$ cat config.mk
export PLATFORM = sky130hd
export DESIGN_NAME = pixel_format_pack_unpack_core
export DESIGN_NICKNAME = d
export VERILOG_FILES = /design/src/hw/rtl/pfpu_pkg.sv /design/src/hw/rtl/pfpu_unpack.sv /design/src/hw/rtl/pfpu_pack.sv /design/src/hw/rtl/pixel_format_pack_unpack_core.sv
export SDC_FILE = /design/constraint.sdc
export NUM_CORES = 1
export LEC_CHECK = 0
export ABC_AREA = 1
export BUFFER_PORTS_ARGS = -buffer_cell sky130_fd_sc_hd__buf_2
export CAP_MARGIN = 20
export CORE_AREA = 2 2 202 184
export CTS_BUF_LIST = sky130_fd_sc_hd__clkbuf_16
export DETAILED_ROUTE_END_ITERATION = 8
export DIE_AREA = 0 0 204 186
export PLACE_DENSITY = 0.83
export SLEW_MARGIN = 5
export SYNTH_ARGS = -nofsm -noshare
export SYNTH_HDL_FRONTEND = slang
export SYNTH_HIERARCHICAL = 1
export SYNTH_SLANG_ARGS = --single-unit
$ cat constraint.sdc
create_clock -name clk_i -period 7.3 [get_ports clk_i]
set_input_delay 0.365 -clock clk_i [delete_from_list [all_inputs] [get_ports clk_i]]
set_output_delay 0.365 -clock clk_i [all_outputs]
set_load 0.03 [all_outputs]
$ cat src/hw/rtl/pfpu_pkg.sv
package pfpu_pkg;

  // Stored pixel formats; codes above BGRA32 are not supported
  typedef enum logic [3:0] {
    FMT_GRAY8    = 4'd0,
    FMT_GRAY16   = 4'd1,
    FMT_RGB555   = 4'd2,
    FMT_RGB565   = 4'd3,
    FMT_ARGB1555 = 4'd4,
    FMT_RGB24    = 4'd5,
    FMT_BGR24    = 4'd6,
    FMT_ARGB32   = 4'd7,
    FMT_ABGR32   = 4'd8,
    FMT_RGBA32   = 4'd9,
    FMT_BGRA32   = 4'd10
  } pix_fmt_e;

  typedef enum logic {
    CMD_READ  = 1'b0,
    CMD_WRITE = 1'b1
  } cmd_e;

  typedef enum logic {
    ST_OK       = 1'b0,
    ST_NOT_IMPL = 1'b1
  } status_e;

  localparam logic [3:0] FmtReset = FMT_ARGB32;

  typedef struct packed {
    logic [7:0] a;
    logic [7:0] r;
    logic [7:0] g;
    logic [7:0] b;
  } argb_t;

  typedef struct packed {
    cmd_e        cmd;
    logic [31:0] raw;
    argb_t       argb;
  } item_t;

  typedef struct packed {
    logic [31:0] packed_px;
    argb_t       argb;
    status_e     status;
  } result_t;

endpackage

$ cat src/hw/rtl/pfpu_unpack.sv
module pfpu_unpack (
  input  logic [3:0]      fmt_i,
  input  logic [31:0]     raw_i,
  output pfpu_pkg::argb_t argb_o
);

  // Widen a 5-bit channel: c*255/31 = 8c + floor(7c/31)
  function automatic logic [7:0] widen5(input logic [4:0] c);
    logic [7:0] p;
    logic [2:0] f;
    p = 8'({3'b000, c} * 8'd7);
    priority if (p >= 8'd217) f = 3'd7;
    else if (p >= 8'd186) f = 3'd6;
    else if (p >= 8'd155) f = 3'd5;
    else if (p >= 8'd124) f = 3'd4;
    else if (p >= 8'd93)  f = 3'd3;
    else if (p >= 8'd62)  f = 3'd2;
    else if (p >= 8'd31)  f = 3'd1;
    else                  f = 3'd0;
    return {c, 3'b000} + {5'b00000, f};
  endfunction

  // Widen a 6-bit channel: c*255/63 = 4c + floor(c/21)
  function automatic logic [7:0] widen6(input logic [5:0] c);
    logic [1:0] f;
    priority if (c >= 6'd63) f = 2'd3;
    else if (c >= 6'd42) f = 2'd2;
    else if (c >= 6'd21) f = 2'd1;
    else                 f = 2'd0;
    return {c, 2'b00} + {6'b000000, f};
  endfunction

  // Gray16 to gray8: h/257 from the high byte, one lower when the low byte is short
  function automatic logic [7:0] div257(input logic [15:0] h);
    logic [7:0] t;
    t = h[15:8];
    return (h[7:0] >= t) ? t : t - 8'd1;
  endfunction

  logic [15:0] half;

  assign half = raw_i[15:0];

  // Pick the channels apart for the stored format
  always_comb begin
    argb_o = '0;
    unique case (fmt_i)
      pfpu_pkg::FMT_GRAY8: begin
        argb_o = {8'hFF, raw_i[7:0], raw_i[7:0], raw_i[7:0]};
      end
      pfpu_pkg::FMT_GRAY16: begin
        argb_o = {8'hFF, div257(half), div257(half), div257(half)};
      end
      pfpu_pkg::FMT_RGB555: begin
        argb_o = {8'hFF, widen5(half[14:10]), widen5(half[9:5]), widen5(half[4:0])};
      end
      pfpu_pkg::FMT_RGB565: begin
        argb_o = {8'hFF, widen5(half[15:11]), widen6(half[10:5]), widen5(half[4:0])};
      end
      pfpu_pkg::FMT_ARGB1555: begin
        argb_o = {{8{half[15]}}, widen5(half[14:10]), widen5(half[9:5]),
                  widen5(half[4:0])};
      end
      pfpu_pkg::FMT_RGB24: begin
        argb_o = {8'hFF, raw_i[7:0], raw_i[15:8], raw_i[23:16]};
      end
      pfpu_pkg::FMT_BGR24: begin
        argb_o = {8'hFF, raw_i[23:16], raw_i[15:8], raw_i[7:0]};
      end
      pfpu_pkg::FMT_ARGB32: begin
        argb_o = {raw_i[7:0], raw_i[15:8], raw_i[23:16], raw_i[31:24]};
      end
      pfpu_pkg::FMT_ABGR32: begin
        argb_o = {raw_i[7:0], raw_i[31:24], raw_i[23:16], raw_i[15:8]};
      end
      pfpu_pkg::FMT_RGBA32: begin
        argb_o = {raw_i[31:24], raw_i[7:0], raw_i[15:8], raw_i[23:16]};
      end
      pfpu_pkg::FMT_BGRA32: begin
        argb_o = {raw_i[31:24], raw_i[23:16], raw_i[15:8], raw_i[7:0]};
      end
      default: begin
        argb_o = '0;
      end
    endcase
  end

endmodule

$ cat src/hw/rtl/pfpu_pack.sv
module pfpu_pack (
  input  logic [3:0]      fmt_i,
  input  pfpu_pkg::argb_t argb_i,
  output logic [31:0]     packed_o
);

  // Narrow to 5 bits: floor(31c/255) via x/255 = (x + (x>>8) + 1) >> 8
  function automatic logic [4:0] narrow5(input logic [7:0] c);
    logic [12:0] x;
    logic [12:0] s;
    x = 13'({5'b00000, c} * 13'd31);
    s = x + {8'b0, x[12:8]} + 13'd1;
    return s[12:8];
  endfunction

  // Narrow to 6 bits: floor(63c/255)
  function automatic logic [5:0] narrow6(input logic [7:0] c);
    logic [13:0] x;
    logic [13:0] s;
    x = 14'({6'b000000, c} * 14'd63);
    s = x + {8'b0, x[13:8]} + 14'd1;
    return s[13:8];
  endfunction

  logic [23:0] luma_sum;
  logic [7:0]  luma;
  logic [4:0]  r5, g5, b5;
  logic [5:0]  g6;

  // Q16 luma; the weights sum to 65536 so the total fits in 24 bits
  assign luma_sum = 24'(argb_i.r) * 24'd19595 + 24'(argb_i.g) * 24'd38470
                  + 24'(argb_i.b) * 24'd7471;
  assign luma     = luma_sum[23:16];

  assign r5 = narrow5(argb_i.r);
  assign g5 = narrow5(argb_i.g);
  assign b5 = narrow5(argb_i.b);
  assign g6 = narrow6(argb_i.g);

  // Assemble the stored word, byte 0 lowest
  always_comb begin
    packed_o = '0;
    unique case (fmt_i)
      pfpu_pkg::FMT_GRAY8:    packed_o = {24'b0, luma};
      pfpu_pkg::FMT_GRAY16:   packed_o = {16'b0, luma, luma};
      pfpu_pkg::FMT_RGB555:   packed_o = {17'b0, r5, g5, b5};
      pfpu_pkg::FMT_RGB565:   packed_o = {16'b0, r5, g6, b5};
      pfpu_pkg::FMT_ARGB1555: packed_o = {16'b0, (argb_i.a != 8'd0), r5, g5, b5};
      pfpu_pkg::FMT_RGB24:    packed_o = {8'b0, argb_i.b, argb_i.g, argb_i.r};
      pfpu_pkg::FMT_BGR24:    packed_o = {8'b0, argb_i.r, argb_i.g, argb_i.b};
      pfpu_pkg::FMT_ARGB32:   packed_o = {argb_i.b, argb_i.g, argb_i.r, argb_i.a};
      pfpu_pkg::FMT_ABGR32:   packed_o = {argb_i.r, argb_i.g, argb_i.b, argb_i.a};
      pfpu_pkg::FMT_RGBA32:   packed_o = {argb_i.a, argb_i.b, argb_i.g, argb_i.r};
      pfpu_pkg::FMT_BGRA32:   packed_o = {argb_i.a, argb_i.r, argb_i.g, argb_i.b};
      default:                packed_o = '0;
    endcase
  end

endmodule

$ cat src/hw/rtl/pixel_format_pack_unpack_core.sv
// Channel   Handshake                Payload
// ------    ---------                -------
// in        in_valid_i / in_ready_o  command_i, raw_pixel_i, alpha/red/green/blue_in_i
// out       out_valid_o/ out_ready_i packed_pixel_o, alpha/red/green/blue_out_o, status_o
// cfg       cfg_we_i                 cfg_wdata_i (pixel format code)
//
// One item per cycle sustained unless the output stalls; each item passes through
// an input register, then the conversion logic into the result register.
// Reset clears both valid flags and sets the format to ARGB32.
// A stalled result holds the result register; the input register still takes an
// item while it is empty, so in_ready_o drops only when both registers are full.
module pixel_format_pack_unpack_core (
  input  logic        clk_i,
  input  logic        rst_ni,
  input  logic        cfg_we_i,
  input  logic [3:0]  cfg_wdata_i,
  input  logic        in_valid_i,
  output logic        in_ready_o,
  input  logic        command_i,
  input  logic [31:0] raw_pixel_i,
  input  logic [7:0]  alpha_in_i,
  input  logic [7:0]  red_in_i,
  input  logic [7:0]  green_in_i,
  input  logic [7:0]  blue_in_i,
  output logic        out_valid_o,
  input  logic        out_ready_i,
  output logic [31:0] packed_pixel_o,
  output logic [7:0]  alpha_out_o,
  output logic [7:0]  red_out_o,
  output logic [7:0]  green_out_o,
  output logic [7:0]  blue_out_o,
  output logic        status_o
);

  logic [3:0]        fmt_q;
  logic              in_valid_q;
  pfpu_pkg::item_t   item_q;
  logic              out_valid_q;
  pfpu_pkg::result_t res_q;
  pfpu_pkg::result_t res_d;
  logic              advance;
  logic              supported;
  pfpu_pkg::argb_t   unpacked;
  logic [31:0]       packed_word;

  // Format register
  always_ff @(posedge clk_i or negedge rst_ni) begin
    if (!rst_ni) begin
      fmt_q <= pfpu_pkg::FmtReset;
    end else if (cfg_we_i) begin
      fmt_q <= cfg_wdata_i;
    end
  end

  // Move the held item on when the result register is free or being drained
  assign advance    = !out_valid_q || out_ready_i;
  assign in_ready_o = !in_valid_q || advance;

  // Input register
  always_ff @(posedge clk_i or negedge rst_ni) begin
    if (!rst_ni) begin
      in_valid_q <= 1'b0;
    end else if (in_ready_o) begin
      in_valid_q <= in_valid_i;
    end
  end

  always_ff @(posedge clk_i) begin
    if (in_valid_i && in_ready_o) begin
      item_q.cmd  <= pfpu_pkg::cmd_e'(command_i);
      item_q.raw  <= raw_pixel_i;
      item_q.argb <= {alpha_in_i, red_in_i, green_in_i, blue_in_i};
    end
  end

  pfpu_unpack u_unpack (
    .fmt_i  (fmt_q),
    .raw_i  (item_q.raw),
    .argb_o (unpacked)
  );

  pfpu_pack u_pack (
    .fmt_i    (fmt_q),
    .argb_i   (item_q.argb),
    .packed_o (packed_word)
  );

  assign supported = (fmt_q <= pfpu_pkg::FMT_BGRA32);

  // Select the result; unused fields are zero, an unsupported format gives only its status
  always_comb begin
    res_d = '0;
    if (!supported) begin
      res_d.status = pfpu_pkg::ST_NOT_IMPL;
    end else if (item_q.cmd == pfpu_pkg::CMD_WRITE) begin
      res_d.packed_px = packed_word;
    end else begin
      res_d.argb = unpacked;
    end
  end

  // Result register
  always_ff @(posedge clk_i or negedge rst_ni) begin
    if (!rst_ni) begin
      out_valid_q <= 1'b0;
    end else if (advance) begin
      out_valid_q <= in_valid_q;
    end
  end

  always_ff @(posedge clk_i) begin
    if (advance && in_valid_q) begin
      res_q <= res_d;
    end
  end

  assign out_valid_o    = out_valid_q;
  assign packed_pixel_o = res_q.packed_px;
  assign alpha_out_o    = res_q.argb.a;
  assign red_out_o      = res_q.argb.r;
  assign green_out_o    = res_q.argb.g;
  assign blue_out_o     = res_q.argb.b;
  assign status_o       = res_q.status;

  // Both registers full and the output stalled: refuse new items
  a_full_stall: assert property (@(posedge clk_i) disable iff (!rst_ni)
    in_valid_q && out_valid_q && !out_ready_i |-> !in_ready_o)
    else $error("input taken while both stages are full");

  // A held item that moves on shows up as a valid result
  a_advance: assert property (@(posedge clk_i) disable iff (!rst_ni)
    in_valid_q && advance |=> out_valid_q)
    else $error("item lost between stages");

  // An unsupported format result carries nothing but its status
  a_not_impl_zero: assert property (@(posedge clk_i) disable iff (!rst_ni)
    out_valid_q && res_q.status == pfpu_pkg::ST_NOT_IMPL
      |-> res_q.packed_px == 32'd0 && res_q.argb == '0)
    else $error("unsupported format result has nonzero fields");

  // A result that waits is not replaced
  a_hold_result: assert property (@(posedge clk_i) disable iff (!rst_ni)
    out_valid_q && !out_ready_i |=> out_valid_q && $stable(res_q))
    else $error("stalled result changed");

endmodule

Word-level counts from Yosys, hierarchy flattened
Cells that the tools add are included.

Add/subtract/negate cells: 20. Multipliers: 11. Magnitude comparators: 33. Equality and inequality tests: 10. Multiplexer cells: 44. Bitwise operators: 1. Reductions and logical operators: 10.

Operator list (count): $pmux W32 S11 (2); $ge A8 B8 Y1 const B (12); $mux W3 (30); $add A8 B3 Y8 (8); $ge A8 B7 Y1 const B (8); $mul A8 B15 Y23 const B (2); $add A13 B1 Y13 const B (3); $add A13 B5 Y13 (3); $mul A8 B5 Y13 const B (3); $ge A8 B5 Y1 const B (4); $ge A8 B6 Y1 const B (4); $mul A5 B3 Y8 const B (4); $add A23 B24 Y24 (1); $add A24 B21 Y24 (1); $mul A8 B13 Y21 const B (1); $eq A4 B3 Y1 const B (4); $add A14 B1 Y14 const B (1); $add A14 B6 Y14 (1); $mul A8 B6 Y14 const B (1); $eq A4 B4 Y1 const B (3); $ge A6 B6 Y1 const B (2); $mux W2 (5); $add A8 B2 Y8 (1); $eq A4 B2 Y1 const B (2); other kinds (15) (23).

Register bits after elaboration: 136. Bits of input ports: 74. Output and inout bits: 67. Logic and storage cells: 144.

Depth between registers and ports, before layout
Word-level depth: 12. Mapped depth: 37. Depth with buffers taken out: 37.

Cells and area by module
Netlist, hierarchy kept.

Modules (own cells, without submodules): pfpu_pack (instances 1, cells each 1676, area each 12283.0 um^2, seq. area each 0.0 um^2); pixel_format_pack_unpack_core (instances 1, cells each 298, area each 4770.8 um^2, seq. area each 4057.6 um^2); pfpu_unpack (instances 1, cells each 590, area each 3537.1 um^2, seq. area each 0.0 um^2).

Worst setup path after synthesis
OpenSTA, ideal clock, no wires.

Path type: register to register. Start: register item_q[12] in the netlist's numbering. End: register res_q (netlist bit packed_pixel_o[11]) (data pin). Arrival: 6.584 ns. Path slack: 0.465 ns. Stages on the path, launching flop included: 30. Clock period less this slack: 6.835 ns. Path through: edfxtp_1 > ha_1 > ha_1 > fa_1 > ha_1 > ha_1 > a21oi_1 > o21ai_0 > a21o_1 > a31oi_1 > xnor2_1 > fa_1 > fa_1 > inv_1 > fa_1 > fa_1 > inv_1 > ha_1 > a21oi_1 > a21boi_0 > nor2_1 > nor2_1 > nand3_1 > or2_2 > nand3_1 > nand2_1 > inv_1 > nand3_1 > inv_1 > nor2_1.

Cells in the longest elaborated chain, start to end: 4.

Ends and longest elaborated chain: start: declaration (line pixel_format_pack_unpack_core.sv:37) `pfpu_pkg::item_t item_q;`; $mul A8 B15 Y23 (line pfpu_pack.sv:31) `assign luma_sum = 24'(argb_i.r) * 24'd19595 + 24'(argb_i.g) * 24'd38470`; $add A23 B24 Y24 (line pfpu_pack.sv:31); $add A24 B21 Y24 (line pfpu_pack.sv:32) `+ 24'(argb_i.b) * 24'd7471;`; $pmux W32 S11 (line pfpu_pack.sv:43) `unique case (fmt_i)`; net packed_word[11] (line pixel_format_pack_unpack_core.sv:44) `logic [31:0] packed_word;`; end signal: assignment (line pixel_format_pack_unpack_core.sv:113) `res_q <= res_d;`; end: declaration (line pixel_format_pack_unpack_core.sv:39) `pfpu_pkg::result_t res_q;`.

The timed path passes the listed nets, and every way through them passes these cells. A chain may end at the register's enable or synchronous reset.

Worst setup path in the final report
Start: register item_q[14] in the netlist's numbering. End: register res_q (netlist bit packed_pixel_o[14]) (data pin).

Cells in the longest elaborated chain, start to end: 4.

Ends and longest elaborated chain (line): $mul A8 B15 Y23 (pfpu_pack.sv:31); $add A23 B24 Y24 (pfpu_pack.sv:31); $add A24 B21 Y24 (pfpu_pack.sv:32); $pmux W32 S11 (*) (pfpu_pack.sv:43); net packed_word[14] (pixel_format_pack_unpack_core.sv:44).

The timed path passes the listed nets; every way through them passes the cells marked *.

==> metrics <==
outcome finished, final reports clean; Compound-Gate Fraction of Synth Area 0.0981; Buf/Inv on CP 11; post-layout net count 3301; mean post-synth cell area 8.03 um2; filler instances 3082; crit end category flip-flop; Largest stage delay, worst path 550 ps; unrepaired setup endpoints after global routing yes; post-synthesis sequential element count 136; final setup skew 20.3 ps; CP delay by family, top adder cells; Achievable Freq 142 MHz; Layout area overhead 10.5%; DR pass1 iterations 7; total global routing track utilization 0.344; Worst-Margin Slew 938 ps; worst min-delay path category in -> reg; WL/cell 19.6 um; mux contribution to synthesized area 0; ratio of cells with drive above 1 in the final layout 0.120; clock sinks 136; Post-route DRC 0; I/O Buffers 140; main combinational cell family by area after synthesis adder cells; CTS tree yes; antenna-violating nets left 0; Cell Rows 66; initial antenna violation count 2; Post-Synth Simple-Gate Area 0.206; vias in the first global route 18300; CP Class reg -> reg; Yosys top cell by area edfxtp_1; Finished Core Util 0.635; GRT overflow 0; Core ar. 35800 um2; post-synthesis cell type count 55; prevailing post-synth register cell edfxtp_1; number of synthesized flops with an enable pin 130; Clock Pin Slew Worst Setup and Hold Paths 70 ps; Worst-Skew Late Latency 460 ps; post-DP HPWL 51900 um; Slew Limit Fails 0; largest net degree at the start of global routing 66; slowest CP cell fa_1; vias per cell 5.71; Die Area 37900 um2; total CTS buffers 17; r2r setup slk 250 ps; WL final 63300 um; chip height 186 um; vias 18400; die width 204 um; Synth top cells by count inv_1, nand2_1, ha_1; Syn. warnings 6; CP max FO 6; crit path DAT 7240 ps; xor-xnor portion of the synthesized cell area 0.0202; Syn Std Cell Area 20600 um2; Syn Nets 3125; Initial Utilization 0.575; routability cong. 1.05; normalized max-slew margin 0.374; CP Launch Type flip-flop; Synth async-reset ratio 0.0441; Post-Synth Adder-Cell Area 0.367; H-Tree Depth 4; Period minus WS final 7050 ps; crit-path most repeated cell inv_1; first-pass GRT wire length 99200 um; share of the synthesized area in the top cell type 0.190; Synth area leaders edfxtp_1, fa_1, ha_1, inv_1, nand2_1; Worst EP required 7490 ps; post-synthesis instance total 2564; post-route clock period utilization 0.965; clock buffer depth 2; top-count cell post-synth inv_1; final setup violation count 0; register area share after synthesis 0.197; max cap viols 0; final count of hold timing violations 0; number of DRC markers in iteration 0 1965; CTS root buffer clkbuf_16; I/O Pins 141
## timing repair
item                                    in CTS  in global routing
hold buffers                                 1                  0
endpoints found under the hold margin        6                  0
resized for setup                            0                 32
buffers inserted                             0                  5
endpoints found under the setup margin       0                 13
## stage by stage
step / setup TNS (ps) / worst slack [ps] / instances / instance area [um2] / hold slack [ps]
after floorplan: 0 / 465 / 2564 / 20600 / 69.4
after global placement: 0 / 227 / 3191 / 22000 / 192
after detailed placement: 0 / 42.0 / 3191 / 22000 / 195
after CTS: 0 / 33.7 / 3223 / 22600 / 48.4
after global routing: -63.0 / -36.2 / 3228 / 22800 / 66.7
final: 0 / 253 / 3229 / 22800 / 78.0
## layout by cell type, fill, tap and decap left out, types with 5 or more instances in the layout
cell | synthesis | layout
a21o_1 | 9 | 9
a21oi_1 | 121 | 115
a21oi_2 | 5 | 10
a221oi_1 | 13 | 13
a22oi_1 | 5 | 5
a31oi_1 | 9 | 8
buf_2 | 3 | 140
buf_4 | 0 | 30
clkbuf_16 | 0 | 17
clkinv_1 | 4 | 5
edfxtp_1 | 130 | 130
fa_1 | 194 | 194
ha_1 | 293 | 289
inv_1 | 563 | 563
inv_2 | 19 | 20
nand2_1 | 485 | 483
nand2_2 | 21 | 23
nand3_1 | 165 | 165
nand3b_1 | 9 | 9
nand4_1 | 25 | 25
nor2_1 | 197 | 194
nor2_2 | 27 | 29
nor2_4 | 4 | 5
nor3_1 | 16 | 14
o2111ai_1 | 8 | 8
o211ai_1 | 15 | 15
o21ai_0 | 71 | 66
o21ai_1 | 6 | 9
o21bai_1 | 6 | 6
o221ai_1 | 19 | 19
o22ai_1 | 19 | 19
xnor2_1 | 14 | 13
xor2_1 | 23 | 22
xor2_2 | 4 | 5
## registers in the layout, indices dropped and copies added (netlist names)
signal,flops
green_out_o,8
out_valid_o,1
blue_out_o,8
packed_pixel_o,32
alpha_out_o,8
red_out_o,8
item_q,65
status_o,1
fmt_q,4
in_valid_q,1
## worst paths after layout
check,start,to,cells after the start
setup / recovery,item_q[14]$_DFFE_PP_,packed_pixel_o[14]$_SDFFCE_PN0P_,36
hold / removal,alpha_in_i[1],item_q[25]$_DFFE_PP_,1
setup reg to reg,item_q[14]$_DFFE_PP_,packed_pixel_o[14]$_SDFFCE_PN0P_,36
hold reg to reg,in_valid_q$_DFFE_PN0P_,out_valid_o$_DFFE_PN0P_,2
max in group asynchronous,rst_ni,fmt_q[1]$_DFFE_PN1P_,2
min in group asynchronous,rst_ni,out_valid_o$_DFFE_PN0P_,2
## cells by family after synthesis
kind of cell | after synthesis
AO/OA/AOI/OAI | 326
XOR/XNOR | 42
adder cells (fa/ha/maj) | 487
buffers and inverters | 600
flip-flops | 136
AND/OR/NAND/NOR | 973
## routing by layer
layer | vias to the layer above | GRT usage | routed length [um]
met4 | 2 | 0.110 | 1790
met5 | - | 0 | 13
met1 | 8777 | 0.474 | 26800
li1 | 8598 | - | -
met3 | 131 | 0.101 | 7280
met2 | 922 | 0.521 | 27400
## cell type report
class | count | area (um2) | share of cell area
inverters | 586 | 2200 | 0.0966
clock buffers | 17 | 425 | 0.0187
flip-flops and latches | 136 | 4060 | 0.178
repair buffers | 171 | 936 | 0.0411
diodes | 1 | 2.50 | 0.000110
clock inverters | 14 | 173 | 0.00759
multi-input cells | 1828 | 14400 | 0.631
well taps | 476 | 596 | 0.0262
Power is left out: the tool's default activity adds up to more than one toggle a clock period on the data nets, which glitch-free logic cannot reach.
